**src/sap_pkg.sv**
```systemverilog
// Shared types, constants and helper functions of the swept all-pass phaser.
package sap_pkg;

   localparam int STAGES      = 4;
   localparam int STAGE_W     = (STAGES > 1) ? $clog2(STAGES) : 1;
   localparam int MEM_DEPTH   = 2 * STAGES;
   localparam int MEM_W       = $clog2(MEM_DEPTH);
   localparam int SAMPLE_BITS = 24;
   localparam int MUL_W       = 33;
   localparam int PROD_W      = 2 * MUL_W;
   localparam int CSR_INDEX_W = 3;
   localparam int CSR_DATA_W  = 24;
   localparam int DIV_W       = 32;

   // register indexes
   localparam logic [CSR_INDEX_W-1:0] CSR_PHASE_STEP    = 3'd0;
   localparam logic [CSR_INDEX_W-1:0] CSR_SWEEP_DEPTH   = 3'd1;
   localparam logic [CSR_INDEX_W-1:0] CSR_CENTER_LOG2   = 3'd2;
   localparam logic [CSR_INDEX_W-1:0] CSR_FLOOR_LOG2    = 3'd3;
   localparam logic [CSR_INDEX_W-1:0] CSR_FEEDBACK_GAIN = 3'd4;
   localparam logic [CSR_INDEX_W-1:0] CSR_WET_MIX       = 3'd5;
   localparam logic [CSR_INDEX_W-1:0] CSR_HIGHPASS_COEF = 3'd6;

   localparam logic signed [19:0] CEIL_LOG2 = -20'sd9437;
   localparam logic signed [19:0] LOG_BIAS  = 20'sd139264;

   // quarter-wave sine polynomial, Q30
   localparam logic signed [MUL_W-1:0] SIN_A = 33'sd1686629713;
   localparam logic signed [MUL_W-1:0] SIN_B = 33'sd688904866;
   localparam logic signed [MUL_W-1:0] SIN_C = 33'sd76016977;

   typedef enum logic [4:0] {
      ST_IDLE,
      ST_SIN0, ST_SIN1, ST_SIN2, ST_SIN3, ST_SIN4,
      ST_LG0, ST_LG1, ST_LG2, ST_LG3,
      ST_DIV0, ST_DIV1,
      ST_CH0, ST_CH1, ST_ST0, ST_ST1,
      ST_HP0, ST_HP1, ST_MX0, ST_MX1,
      ST_FIN
   } state_type;

   typedef enum logic [1:0] {
      RET_LFO,
      RET_SN,
      RET_CS
   } sin_ret_type;

   // 2^(k/16), Q30
   function automatic logic [31:0] exp2_tab(input logic [4:0] i);
      logic [31:0] r;
      case (i)
         5'd0:    r = 32'd1073741824;
         5'd1:    r = 32'd1121280435;
         5'd2:    r = 32'd1170923762;
         5'd3:    r = 32'd1222764977;
         5'd4:    r = 32'd1276901417;
         5'd5:    r = 32'd1333434673;
         5'd6:    r = 32'd1392470869;
         5'd7:    r = 32'd1454120819;
         5'd8:    r = 32'd1518500250;
         5'd9:    r = 32'd1585729998;
         5'd10:   r = 32'd1655936264;
         5'd11:   r = 32'd1729251204;
         5'd12:   r = 32'd1805811301;
         5'd13:   r = 32'd1885485267;
         5'd14:   r = 32'd1969251187;
         5'd15:   r = 32'd2056437386;
         default: r = 32'd2147483648;
      endcase
      return r;
   endfunction

   function automatic logic signed [31:0] sat32(input logic signed [39:0] v);
      logic signed [31:0] r;
      if (v > 40'sd2147483647) r = 32'sh7FFF_FFFF;
      else if (v < -40'sd2147483648) r = 32'sh8000_0000;
      else r = v[31:0];
      return r;
   endfunction

   function automatic logic signed [SAMPLE_BITS-1:0] sat_out(input logic signed [39:0] v);
      logic signed [39:0] hi;
      logic signed [39:0] lo;
      logic signed [SAMPLE_BITS-1:0] r;
      hi = (40'sd1 <<< (SAMPLE_BITS - 1)) - 40'sd1;
      lo = -(40'sd1 <<< (SAMPLE_BITS - 1));
      if (v > hi) r = hi[SAMPLE_BITS-1:0];
      else if (v < lo) r = lo[SAMPLE_BITS-1:0];
      else r = v[SAMPLE_BITS-1:0];
      return r;
   endfunction

endpackage

```
**src/sap_div.sv**
```systemverilog
// Restoring divider, one quotient bit per cycle.
module sap_div
   import sap_pkg::*;
(
   input  logic               clock,
   input  logic               reset,
   input  logic               start,
   input  logic [2*DIV_W-1:0] num,
   input  logic [DIV_W-1:0]   den,
   output logic               busy,
   output logic [DIV_W-1:0]   quo
);

   localparam int CNT_W = $clog2(DIV_W + 1);

   logic [CNT_W-1:0] cnt_ff, cnt_in;
   logic [DIV_W-1:0] rem_ff, rem_in;
   logic [DIV_W-1:0] low_ff, low_in;
   logic [DIV_W-1:0] den_ff, den_in;
   logic [DIV_W:0]   trial;
   logic             fits;

   // remainder starts from the upper half, which is below den
   assign trial = {rem_ff, low_ff[DIV_W-1]};
   assign fits  = trial >= {1'b0, den_ff};

   always_comb begin
      cnt_in = cnt_ff;
      rem_in = rem_ff;
      low_in = low_ff;
      den_in = den_ff;
      if (start) begin
         cnt_in = CNT_W'(DIV_W);
         rem_in = num[2*DIV_W-1:DIV_W];
         low_in = num[DIV_W-1:0];
         den_in = den;
      end else if (cnt_ff != '0) begin
         cnt_in = cnt_ff - 1'b1;
         rem_in = fits ? DIV_W'(trial - {1'b0, den_ff}) : trial[DIV_W-1:0];
         low_in = {low_ff[DIV_W-2:0], fits};
      end
   end

   always_ff @(posedge clock) begin
      if (reset) begin
         cnt_ff <= '0;
      end else begin
         cnt_ff <= cnt_in;
      end
      rem_ff <= rem_in;
      low_ff <= low_in;
      den_ff <= den_in;
   end

   assign busy = cnt_ff != '0;
   assign quo  = low_ff;

endmodule

```
**config.mk**
```make
export PLATFORM = sky130hd
export DESIGN_NAME = sap_div
export DESIGN_NICKNAME = d
export VERILOG_FILES = /design/src/sap_pkg.sv /design/src/sap_div.sv
export SDC_FILE = /design/constraint.sdc
export NUM_CORES = 1
export LEC_CHECK = 0
export BUFFER_PORTS_ARGS = -buffer_cell sky130_fd_sc_hd__buf_4
export CORE_MARGIN = 5
export CORE_UTILIZATION = 60
export DETAILED_ROUTE_END_ITERATION = 8
export PLACE_DENSITY = 0.87
export SLEW_MARGIN = 5
export SYNTH_ARGS = -nofsm -noshare
export SYNTH_HDL_FRONTEND = slang
export SYNTH_SLANG_ARGS = --single-unit
```
**constraint.sdc**
```tcl
create_clock -name clock -period 10.15 [get_ports clock]
set_input_delay 2.03 -clock clock [delete_from_list [all_inputs] [get_ports clock]]
set_output_delay 2.03 -clock clock [all_outputs]
set_load 0.02 [all_outputs]
```
# After elaboration in Yosys (flattened, before gate mapping)
# Cells that the tools add are included.
[word_totals] register_bits=102 output_inout_bits=33 input_bits=99 rom_bits=0 ramBits=0 memories=0 latch_bits=0
[op_classes] multipliers=0 n_eq_ne=0 n_addsub=2 shifts=0 n_mux=7 n_bitwise=0 order_cmp=1 reduce_logical=3 div_mod_pow=0
[op_table] op="$mux W32" n=5
[op_table] op="$ge A33 B32 Y1" n=1
[op_table] op="$sub A32 B32 Y32" n=1
[op_table] op="$mux W6" n=2
[op_table] op="$reduce_bool A6 Y1" n=1
[op_table] op="$sub A6 B1 Y6 const B" n=1
[op_table] op="$reduce_bool A2 Y1" n=1
[op_table] op="$reduce_or A2 Y1" n=1

# Logic depth before layout (Yosys ltp)
[depth] ltp_word=4 mapped_depth=13 mapped_depth_nobuf=12

# Worst setup path after synthesis
# OpenSTA, ideal clock, no wires.
[synth_path] path_type="input -> register" startpoint="input start" endpoint="register low_ff[0] (netlist: quo[0]), enable pin" required_time_ps=9462 setup_slack_ps=5497 path_stages=5 arrival_time_ps=3965 setup_time_ps=688 path_buffers=3 path_cell_list="clkbuf_1 inv_1 clkbuf_1 clkbuf_1 nand2_1"
[synth_via] elab_chain_len=1
[synth_lines] item="start, declared" line="sap_div.sv:7" rtl="input logic start,"
[synth_lines] item="$reduce_bool A2 Y1 (no line)"
[synth_lines] item="end signal, assigned" line="sap_div.sv:51" rtl="low_ff <= low_in;"
[synth_lines] item="end, declared" line="sap_div.sv:18" rtl="logic [DIV_W-1:0] low_ff, low_in;"
# No other way between the ends.
# A chain may end at the register's enable or synchronous reset.

# Worst setup path in the final report
[layout_path] startpoint="register cnt_ff[0]" endpoint="output busy"
[layout_via] elab_chain_len=1
[layout_lines] item="start, declared" line="sap_div.sv:16" rtl="logic [CNT_W-1:0] cnt_ff, cnt_in;"
[layout_lines] item="start signal, assigned" line="sap_div.sv:48" rtl="cnt_ff <= cnt_in;"
[layout_lines] item="$reduce_bool A6 Y1" line="sap_div.sv:55" rtl="assign busy = cnt_ff != '0;"
[layout_lines] item="end, declared" line="sap_div.sv:10" rtl="output logic busy,"
# No other way between the ends.

==> flow_summary.toml <==
[status]
status = "complete, no violations"

[floorplanning]
dieHeight_um = 112
die-area_um2 = 12500
start_util_pct = 60.8
ios = 132
core_area_um2 = 10200
floorplan.rows = 37
die_w_um = 112

[critical_path]
critPathRequiredTime_ns = 8.12
start_kind = "flip-flop"
cpMostUsedCell = "inv_1"
crit_family = "simple AND/OR/NAND/NOR gates"
r2r_slack_ns = 6.80
critPathKind = "reg -> out"
worst-path-stages = 6
timing.rr.start = "rem_ff[0]"
cp.arrival_ns = 2.04
rr_worst_depth = 10
worst_path_max_delay_cell = "nor3_1"
path_max_fanout = 7
cp_slowest_stage_delay_ns = 0.65
worst-path-buf-inv = 3
crit_chain = "inv_1 > ha_1 > nand2_1 > nor3_1 > inv_1 > buf_4"
critPathCaptureType = "primary output"
r2r-end = "rem_ff[31]"

[final_layout]
final_design_area_no_fill_um2 = 7490
synthToLayoutAreaGrowth_pct = 20.4
fin_nets = 843
drive_above_1_share_pct = 27.1
final.fill_count = 731
finish.utilization_pct = 73.2
final_cells = 851
diodes = 0

[detailed_routing]
via_per_inst = 6.09
initialDrtViolationCount = 401
avgRoutedWirePerCell_um = 18.8
final_antenna_net_count = 0
vias = 5186
firstDrtPassIters = 6
drcViolationCount = 0
drt-total-wl_mm = 16.0

[timing]
slew_headroom_pct = 33.1
clock.fmax_ghz = 0.246
worstMarginPinSlew_ns = 1.00
min_period_ns = 4.07
fin_skew_ns = 0.0149
rsz0062_at_grt = "false"
timing.final.crit_share_pct = 40.1
finalHoldViolations = 0
maxSlewViolCount = 0
setup_violations = 0
final.setup.tns_ns = 0

[clock_network]
clk_pin_slew_ns = 0.10
hold_buffers = 0
cts_buffer_depth = 2
cts_root_buf = "clkbuf_8"
htreeDepth = 3
ctsResizeCount = 0
cts_tree = "yes"
post_cts_buffers = 0
cts_sinks = 102
numCtsBuffers = 9
insertion_delay_ns = 0.39

[synth]
synth.most_common_cell = "edfxtp_1"
synth_cell_type_count = 61
syn-cell-area_um2 = 6220
synthCells = 589
ys_warn_count = 0
synth.avg_cell_area_um2 = 10.6
synth_edf_count = 96
yosys.area.top_type = "edfxtp_1"
synth_ff_type = "edfxtp_1"
synthTopCellsByArea = "edfxtp_1 (46%), ha_1 (6.6%), mux2_2 (5.6%), a21oi_1 (3.5%), xnor2_1 (3.1%)"
yosys-top-cells-count = "edfxtp_1 (96), inv_1 (45), a21oi_1 (44), nor2_1 (42), o21ai_0 (35)"
async_flop_share_pct = 0
syn-num-nets = 722
synth_top_cell_area_share_pct = 46.4
seq_area_frac_synth_pct = 48.3
ys_ff_latch = 102

[min_path]
whs_path_depth = 2
hold_class = "reg -> reg"
hold_start = "cnt_ff[1]"
whs_endpoint = "cnt_ff[1]"

[placement]
place_area_um2 = 7290
io_buffers = 131
gp_congestion = 0.892
dp_cells = 835
place_hpwl_mm = 11.3

[flow_run]
max-cap-violations = 0

[global_route]
grt_usage_pct = 25.4
antenna_found_initial = 0
globalRouteOverflowTotal = 0
grt_pass1_vias = 5270
grt_pass1_wl_mm = 25.7
grt_max_degree = 65

[power_and_ir_drop]
p_leak_nw = 3.10
vdd_drop_max_mv = 0.174
powerDensity_nw_per_um2 = 277
==> worst max path at each step <==
stage | start | end | slack [ns]
floorplan | start | quo[0] | 5.50
global placement | start | quo[1] | 6.21
detailed placement | start | rem_ff[22] | 6.12
CTS | cnt_ff[0] | busy | 6.02
global route | cnt_ff[0] | busy | 5.92
finish | cnt_ff[0] | busy | 6.08
==> logic make-up after synthesis <==
kind of cell | share of synthesized area [%]
buf+inv | 4.79
flops | 48.3
xor+xnor | 4.08
simple gates | 11.2
compound gates | 18.9
mux | 5.77
fa+ha+maj | 6.96
==> sequential cells by signal, summed over array words and instances, names as in the netlist <==
name and cells:
den_ff 32, rem_ff 32, cnt_ff 6, quo 32
==> layout by cell type (no fill, tap or decap), types with 5 or more instances in the layout <==
| master | n |
|---|---|
| nand2b_1 | 5 |
| clkbuf_8 | 9 |
| ha_1 | 33 |
| nand2_1 | 26 |
| a31oi_1 | 27 |
| buf_4 | 136 |
| a21o_1 | 13 |
| a21oi_1 | 44 |
| nor2_1 | 42 |
| o31ai_1 | 5 |
| inv_1 | 45 |
| nand3_1 | 22 |
| o21bai_1 | 6 |
| a2bb2oi_1 | 5 |
| nor3_1 | 13 |
| and3_1 | 6 |
| edfxtp_1 | 96 |
| o21ai_0 | 35 |
| xnor2_1 | 22 |
| xor2_1 | 7 |
| dfxtp_1 | 6 |
| mux2_2 | 31 |
==> per-stage QoR <==
stage               setup slack [ns]  power, W  hold slack (ns)
floorplan                       5.50   0.00149            0.501
global route                    5.92   0.00222            0.577
finish                          6.08   0.00207            0.549
detailed placement              6.12   0.00179            0.534
CTS                             6.02   0.00206            0.554
global placement                6.21   0.00175            0.518
==> area by class of cell <==
type	instances	area [um^2]	area share [%]
repair buffers	136	1020	13.6
clock buffers	11	153	2.04
flip-flops and latches	102	3000	40.1
clock inverters	5	46.3	0.618
multi-input cells	416	2930	39.1
well taps	136	170	2.27
inverters	45	169	2.26
==> power breakdown <==
part / switching [W] / total (W) / internal [W]
clock network: 0.000157 / 0.000266 / 0.000109
logic: 0.000654 / 0.00111 / 0.000456
registers: 0.0000737 / 0.000695 / 0.000622
total: 0.000884 / 0.00207 / 0.00119
==> worst min-delay path: cells and delay by family, from the launching register on <==
| kind | cells | cell delay, ns |
|---|---|---|
| AOI/OAI and AO/OA | 1 | 0.12 |
| DFF | 1 | 0.34 |
| and+or+nand+nor | 1 | 0.05 |
==> routing by layer <==
metal | part of all wire [%] | track usage (%) | vias to the layer above
met5 | 0 | 0 | -
met4 | 2.0 | 8.60 | 0
met3 | 7.8 | 7.34 | 29
met2 | 48 | 42.0 | 234
met1 | 43 | 32.1 | 2457
li1 | - | - | 2466
Note: power is estimated with default switching activity, not from simulation.
