[src/sap_pkg.sv]
// Shared types, constants and helper functions of the swept all-pass phaser.
package sap_pkg;

   localparam int STAGES      = 4;
   localparam int STAGE_W     = (STAGES > 1) ? $clog2(STAGES) : 1;
   localparam int MEM_DEPTH   = 2 * STAGES;
   localparam int MEM_W       = $clog2(MEM_DEPTH);
   localparam int SAMPLE_BITS = 24;
   localparam int MUL_W       = 33;
   localparam int PROD_W      = 2 * MUL_W;
   localparam int CSR_INDEX_W = 3;
   localparam int CSR_DATA_W  = 24;
   localparam int DIV_W       = 32;

   // register indexes
   localparam logic [CSR_INDEX_W-1:0] CSR_PHASE_STEP    = 3'd0;
   localparam logic [CSR_INDEX_W-1:0] CSR_SWEEP_DEPTH   = 3'd1;
   localparam logic [CSR_INDEX_W-1:0] CSR_CENTER_LOG2   = 3'd2;
   localparam logic [CSR_INDEX_W-1:0] CSR_FLOOR_LOG2    = 3'd3;
   localparam logic [CSR_INDEX_W-1:0] CSR_FEEDBACK_GAIN = 3'd4;
   localparam logic [CSR_INDEX_W-1:0] CSR_WET_MIX       = 3'd5;
   localparam logic [CSR_INDEX_W-1:0] CSR_HIGHPASS_COEF = 3'd6;

   localparam logic signed [19:0] CEIL_LOG2 = -20'sd9437;
   localparam logic signed [19:0] LOG_BIAS  = 20'sd139264;

   // quarter-wave sine polynomial, Q30
   localparam logic signed [MUL_W-1:0] SIN_A = 33'sd1686629713;
   localparam logic signed [MUL_W-1:0] SIN_B = 33'sd688904866;
   localparam logic signed [MUL_W-1:0] SIN_C = 33'sd76016977;

   typedef enum logic [4:0] {
      ST_IDLE,
      ST_SIN0, ST_SIN1, ST_SIN2, ST_SIN3, ST_SIN4,
      ST_LG0, ST_LG1, ST_LG2, ST_LG3,
      ST_DIV0, ST_DIV1,
      ST_CH0, ST_CH1, ST_ST0, ST_ST1,
      ST_HP0, ST_HP1, ST_MX0, ST_MX1,
      ST_FIN
   } state_type;

   typedef enum logic [1:0] {
      RET_LFO,
      RET_SN,
      RET_CS
   } sin_ret_type;

   // 2^(k/16), Q30
   function automatic logic [31:0] exp2_tab(input logic [4:0] i);
      logic [31:0] r;
      case (i)
         5'd0:    r = 32'd1073741824;
         5'd1:    r = 32'd1121280435;
         5'd2:    r = 32'd1170923762;
         5'd3:    r = 32'd1222764977;
         5'd4:    r = 32'd1276901417;
         5'd5:    r = 32'd1333434673;
         5'd6:    r = 32'd1392470869;
         5'd7:    r = 32'd1454120819;
         5'd8:    r = 32'd1518500250;
         5'd9:    r = 32'd1585729998;
         5'd10:   r = 32'd1655936264;
         5'd11:   r = 32'd1729251204;
         5'd12:   r = 32'd1805811301;
         5'd13:   r = 32'd1885485267;
         5'd14:   r = 32'd1969251187;
         5'd15:   r = 32'd2056437386;
         default: r = 32'd2147483648;
      endcase
      return r;
   endfunction

   function automatic logic signed [31:0] sat32(input logic signed [39:0] v);
      logic signed [31:0] r;
      if (v > 40'sd2147483647) r = 32'sh7FFF_FFFF;
      else if (v < -40'sd2147483648) r = 32'sh8000_0000;
      else r = v[31:0];
      return r;
   endfunction

   function automatic logic signed [SAMPLE_BITS-1:0] sat_out(input logic signed [39:0] v);
      logic signed [39:0] hi;
      logic signed [39:0] lo;
      logic signed [SAMPLE_BITS-1:0] r;
      hi = (40'sd1 <<< (SAMPLE_BITS - 1)) - 40'sd1;
      lo = -(40'sd1 <<< (SAMPLE_BITS - 1));
      if (v > hi) r = hi[SAMPLE_BITS-1:0];
      else if (v < lo) r = lo[SAMPLE_BITS-1:0];
      else r = v[SAMPLE_BITS-1:0];
      return r;
   endfunction

endpackage

[src/sap_mul.sv]
// Shared signed multiplier with a registered product.
module sap_mul
   import sap_pkg::*;
(
   input  logic                     clock,
   input  logic signed [MUL_W-1:0]  op_a,
   input  logic signed [MUL_W-1:0]  op_b,
   output logic signed [PROD_W-1:0] prod
);

   logic signed [PROD_W-1:0] prod_ff;
   logic signed [PROD_W-1:0] prod_in;

   assign prod_in = op_a * op_b;
   assign prod    = prod_ff;

   always_ff @(posedge clock) begin
      prod_ff <= prod_in;
   end

endmodule

[config.mk]
export PLATFORM = sky130hd
export DESIGN_NAME = sap_mul
export DESIGN_NICKNAME = d
export VERILOG_FILES = /design/src/sap_pkg.sv /design/src/sap_mul.sv
export SDC_FILE = /design/constraint.sdc
export NUM_CORES = 2
export LEC_CHECK = 0
export ABC_AREA = 1
export CAP_MARGIN = 20
export CORE_MARGIN = 4
export CORE_UTILIZATION = 25
export CTS_CLUSTER_SIZE = 16
export DETAILED_ROUTE_END_ITERATION = 8
export DONT_BUFFER_PORTS = 1
export PLACE_DENSITY = 0.4
export SLEW_MARGIN = 20
export SYNTH_ARGS = -nofsm -noshare
export SYNTH_HDL_FRONTEND = slang
export SYNTH_SLANG_ARGS = --single-unit
[constraint.sdc]
create_clock -name clock -period 8.7 [get_ports clock]
set_input_delay 0.87 -clock clock [delete_from_list [all_inputs] [get_ports clock]]
set_output_delay 0.87 -clock clock [all_outputs]
set_load 0.02 [all_outputs]
# Word level (Yosys, flattened, before mapping)
# Cells that the tools add are included.
[totals]
reg_bits = 66
output_inout_bits = 66
[classes]
mul = 1
[ops]
columns = ["op", "count"]
rows = [
  ["$mul A33 B33 Y66", 1],
]

# Depth between registers and ports, before layout
[depth]
ltp_word = 1
ltp_mapped = 34
depth_no_buf = 32

# Worst setup path before layout
# OpenSTA, ideal clock, no wires.
[synth_timing]
kind = "in2reg"
start = "input port op_a[32]"
end = "register prod_ff[60], in the netlist prod[60]"
setup_ns = 0.113
t_arrival_ns = 7.513
t_required_ns = 8.587
setup_slack_ns = 1.074
stages = 23
n_path_buf = 2
cell_sequence = "clkbuf_1 > clkbuf_1 > nand2_1 > inv_1 > fa_1 > fa_1 > fa_1 > fa_1 > inv_1 > fa_1 > fa_1 > fa_1 > fa_1 > inv_1 > ha_1 > nand2_1 > nor2_1 > inv_1 > nor3_1 > nand2_1 > and2_0 > nand4_1 > nand2_1"
[synth_between]
elab_chain_len = 1
[synth_lines]
columns = ["element", "line", "source"]
rows = [
  ["start, declared", "sap_mul.sv:6", "input logic signed [MUL_W-1:0] op_a,"],
  ["$mul A33 B33 Y66", "sap_mul.sv:14", "assign prod_in = op_a * op_b;"],
  ["via prod_in[60]", "sap_mul.sv:12", "logic signed [PROD_W-1:0] prod_in;"],
  ["end signal, assigned", "sap_mul.sv:18", "prod_ff <= prod_in;"],
  ["end, declared", "sap_mul.sv:11", "logic signed [PROD_W-1:0] prod_ff;"],
]
# The timed path passes the listed nets, and every way through them passes these cells.

# Worst setup path after layout
[layout_timing]
start = "input port op_b[6]"
end = "register prod_ff[59], in the netlist prod[59]"
[layout_between]
elab_chain_len = 1
[layout_lines]
columns = ["element", "line", "source"]
rows = [
  ["start, declared", "sap_mul.sv:7", "input logic signed [MUL_W-1:0] op_b,"],
  ["$mul A33 B33 Y66", "sap_mul.sv:14", ""],
  ["via prod_in[59]", "sap_mul.sv:12", ""],
]
# The timed path passes the listed nets, and every way through them passes these cells.

==> run_summary.xml <==
<?xml version="1.0" encoding="UTF-8"?>
<metrics>
  <group name="clock_network">
    <metric name="h-tree-depth" unit="">3</metric>
    <metric name="cts_tree" unit="">built</metric>
    <metric name="cts.sink_count" unit="">66</metric>
    <metric name="clk_transition_reported_paths" unit="ns">0.07</metric>
    <metric name="postCtsSetupBuffers" unit="">0</metric>
    <metric name="clockBufferDepth" unit="">2</metric>
    <metric name="cts_hold_buffers" unit="">0</metric>
    <metric name="postCtsResizedCells" unit="">0</metric>
    <metric name="cts-buffers-inserted" unit="">9</metric>
    <metric name="clock_root_buffer" unit="">clkbuf_16</metric>
  </group>
  <group name="synth">
    <metric name="async_reset_ff_frac" unit="">0</metric>
    <metric name="yosysTopAreaCell" unit="">fa_1</metric>
    <metric name="netlist-cell-type-count" unit="">32</metric>
    <metric name="yosysMostFrequentCell" unit="">inv_1</metric>
    <metric name="yosys-top-cells-count" unit="">1896 x inv_1, 1523 x nand2_1, 1145 x fa_1</metric>
    <metric name="synthesis.instances" unit="">5549</metric>
    <metric name="synth_flop_type" unit="">dfxtp_1</metric>
    <metric name="yosys_warnings" unit="">0</metric>
    <metric name="synthesis.area" unit="um2">43200</metric>
    <metric name="synth_largest_type_area_fraction" unit="">0.531</metric>
    <metric name="post_synth_edffs" unit="">0</metric>
    <metric name="ys_seq_area_frac" unit="">0.0306</metric>
    <metric name="synth_register_bits" unit="">66</metric>
    <metric name="ys_top_cells_by_area" unit="">fa_1 53%, inv_1 16%, nand2_1 13%</metric>
    <metric name="postSynthAreaPerCell" unit="um2">7.78</metric>
    <metric name="synth.net_count" unit="">6978</metric>
  </group>
  <group name="sta">
    <metric name="fmax" unit="MHz">132</metric>
    <metric name="final_count_of_hold_timing_violations" unit="">0</metric>
    <metric name="final.hold.worst_slack" unit="ns">0.703</metric>
    <metric name="final-max-slew-violation-count" unit="">0</metric>
    <metric name="worst_slew_pin_slew" unit="ns">0.859</metric>
    <metric name="setup_total_negative_slack" unit="ns">0</metric>
    <metric name="grt_setup_unrepaired" unit="">no</metric>
    <metric name="slew_headroom" unit="">0.426</metric>
    <metric name="period_needed" unit="ns">7.60</metric>
    <metric name="final-setup-viol-count" unit="">0</metric>
    <metric name="period_share" unit="">0.873</metric>
  </group>
  <group name="die">
    <metric name="die_height" unit="um">424</metric>
    <metric name="die-width" unit="um">424</metric>
    <metric name="die_area" unit="um2">179000</metric>
    <metric name="placeableCoreArea" unit="um2">172000</metric>
    <metric name="fp-row-count" unit="">152</metric>
    <metric name="initial_utilization" unit="">0.251</metric>
    <metric name="floorplan.io_pins" unit="">133</metric>
  </group>
  <group name="worst_setup_path">
    <metric name="crit_path_end_kind" unit="">flip-flop</metric>
    <metric name="critPathKind" unit="">in -&gt; reg</metric>
    <metric name="cp_data_arrival_time" unit="ns">7.89</metric>
    <metric name="crit_path_start_kind" unit="">input pin</metric>
    <metric name="critPathMostFrequentCell" unit="">fa_1</metric>
    <metric name="worstPathRequired" unit="ns">8.99</metric>
    <metric name="max_stage_delay" unit="ns">1.07</metric>
    <metric name="standard_cell_with_the_maximum_stage_delay_on_the_critical_path" unit="">fa_1</metric>
    <metric name="path_max_fanout" unit="">33</metric>
    <metric name="path_cells" unit="">nand2_1 -&gt; inv_1 -&gt; fa_1 -&gt; fa_1 -&gt; inv_1 -&gt; fa_1 -&gt; inv_1 -&gt; fa_1 -&gt; inv_1 -&gt; fa_1 -&gt; fa_1 -&gt; fa_1 -&gt; fa_1 -&gt; inv_1 -&gt; ha_1 -&gt; nand2_1 -&gt; nor2_1 -&gt; nand2_1 -&gt; nor3_1 -&gt; nand2_1 -&gt; nand3_1 -&gt; nand2_1 -&gt; nand2_1</metric>
  </group>
  <group name="detailed_routing">
    <metric name="number_of_antenna_violating_nets_in_the_routed_design" unit="">0</metric>
    <metric name="highest-signal-layer" unit="">met4</metric>
    <metric name="wire_per_inst" unit="um">18.9</metric>
    <metric name="route.final.wire_length" unit="mm">144</metric>
    <metric name="m1WireLength" unit="mm">59.9</metric>
    <metric name="met2_wirelength" unit="mm">76.1</metric>
    <metric name="drc_errors" unit="">0</metric>
    <metric name="num_vias" unit="">31587</metric>
    <metric name="wl_met3" unit="mm">4.93</metric>
    <metric name="drt_first_iter_violations" unit="">1670</metric>
    <metric name="dr.pass1.iters" unit="">5</metric>
    <metric name="avgViaCountPerCell" unit="">4.15</metric>
  </group>
  <group name="global_route">
    <metric name="grt_antenna_before_repair" unit="">0</metric>
    <metric name="grt_max_degree" unit="">34</metric>
    <metric name="first_pass_grt_wire_length" unit="mm">227</metric>
    <metric name="grt.overflow.total" unit="">0</metric>
    <metric name="grt_pass1_vias" unit="">36251</metric>
    <metric name="grt_use_total" unit="">0.167</metric>
  </group>
  <group name="placed_design">
    <metric name="dpl.hpwl" unit="mm">119</metric>
    <metric name="finalWeightedCongestion" unit="">0.834</metric>
    <metric name="place_inst" unit="">7603</metric>
    <metric name="port-buffer-count" unit="">0</metric>
  </group>
  <group name="layout">
    <metric name="antenna_cells" unit="">0</metric>
    <metric name="syn_to_layout_area_delta" unit="%">5.25</metric>
    <metric name="largest_reg_flops" unit="">66</metric>
    <metric name="final_cells" unit="">7619</metric>
    <metric name="finish.utilization" unit="">0.265</metric>
    <metric name="design.final.nets" unit="">6733</metric>
    <metric name="final_layout_size_suffix_gt1_frac" unit="">0.0162</metric>
  </group>
  <group name="flow_run">
    <metric name="number_of_max_capacitance_violations_reported" unit="">0</metric>
  </group>
  <group name="worst_hold_path">
    <metric name="timing.hold.worst.class" unit="">in -&gt; reg</metric>
  </group>
  <group name="run_status">
    <metric name="status" unit="">completed</metric>
  </group>
</metrics>
==> stage by stage <==
stage | cell area [um2] | setup WS (ns)
global placement | 45100 | 0.705
global route | 45400 | 0.654
floorplan | 43200 | 1.07
CTS | 45400 | 1.06
finish | 45400 | 1.10
detailed placement | 45100 | 0.686
==> kinds of logic after synthesis <==
kind of cell,share of synthesized area
AOI/OAI and AO/OA,0.0134
xor gates and xnor gates,0.00791
adders and majority gates,0.594
buffers and inverters,0.188
and+or+nand+nor,0.166
DFF,0.0306
==> critical path, delay by kind of cell <==
kind          cells  cell delay (ns)
buf+inv           5             0.50
fa+ha+maj         9             5.07
simple gates      9             1.38
==> layout by cell type, fill, tap and decap left out, drive strengths merged, types with 5 or more instances in the layout <==
cell | netlist | routed
a21oi | 64 | 64
buf | 2 | 7
clkbuf | 261 | 9
dfxtp | 66 | 66
fa | 1145 | 1145
ha | 217 | 217
inv | 1902 | 1906
nand2 | 1538 | 1538
nand3 | 78 | 78
nand4 | 19 | 19
nor2 | 151 | 151
nor3 | 8 | 8
nor4 | 5 | 5
o21ai | 24 | 24
o21bai | 12 | 12
or2 | 6 | 6
xor2 | 35 | 35
==> cell type report <==
| cell class | instances | area (um2) |
|---|---|---|
| fill | 18880 | 126000 |
| multi-input combinational | 3318 | 33700 |
| inverter | 1902 | 7140 |
| tap | 2310 | 2890 |
| sequential | 66 | 1320 |
| clock buffer | 9 | 225 |
| clock inverter | 7 | 83.8 |
| timing repair buffer | 7 | 52.6 |
==> final timing paths <==
check,from,endpoint,slack (ns),cells after the start
max,op_b[6],prod[59],1.10,23
min,op_a[0],prod[0],0.70,2
==> per-layer routing <==
layer	track usage	up-vias
met3	0.0161	115
li1	-	14489
met2	0.315	538
met5	0	-
met4	0.0299	0
met1	0.206	16445
Power is left out: the tool's default activity adds up to more than one toggle a clock period on the data nets, which glitch-free logic cannot reach.
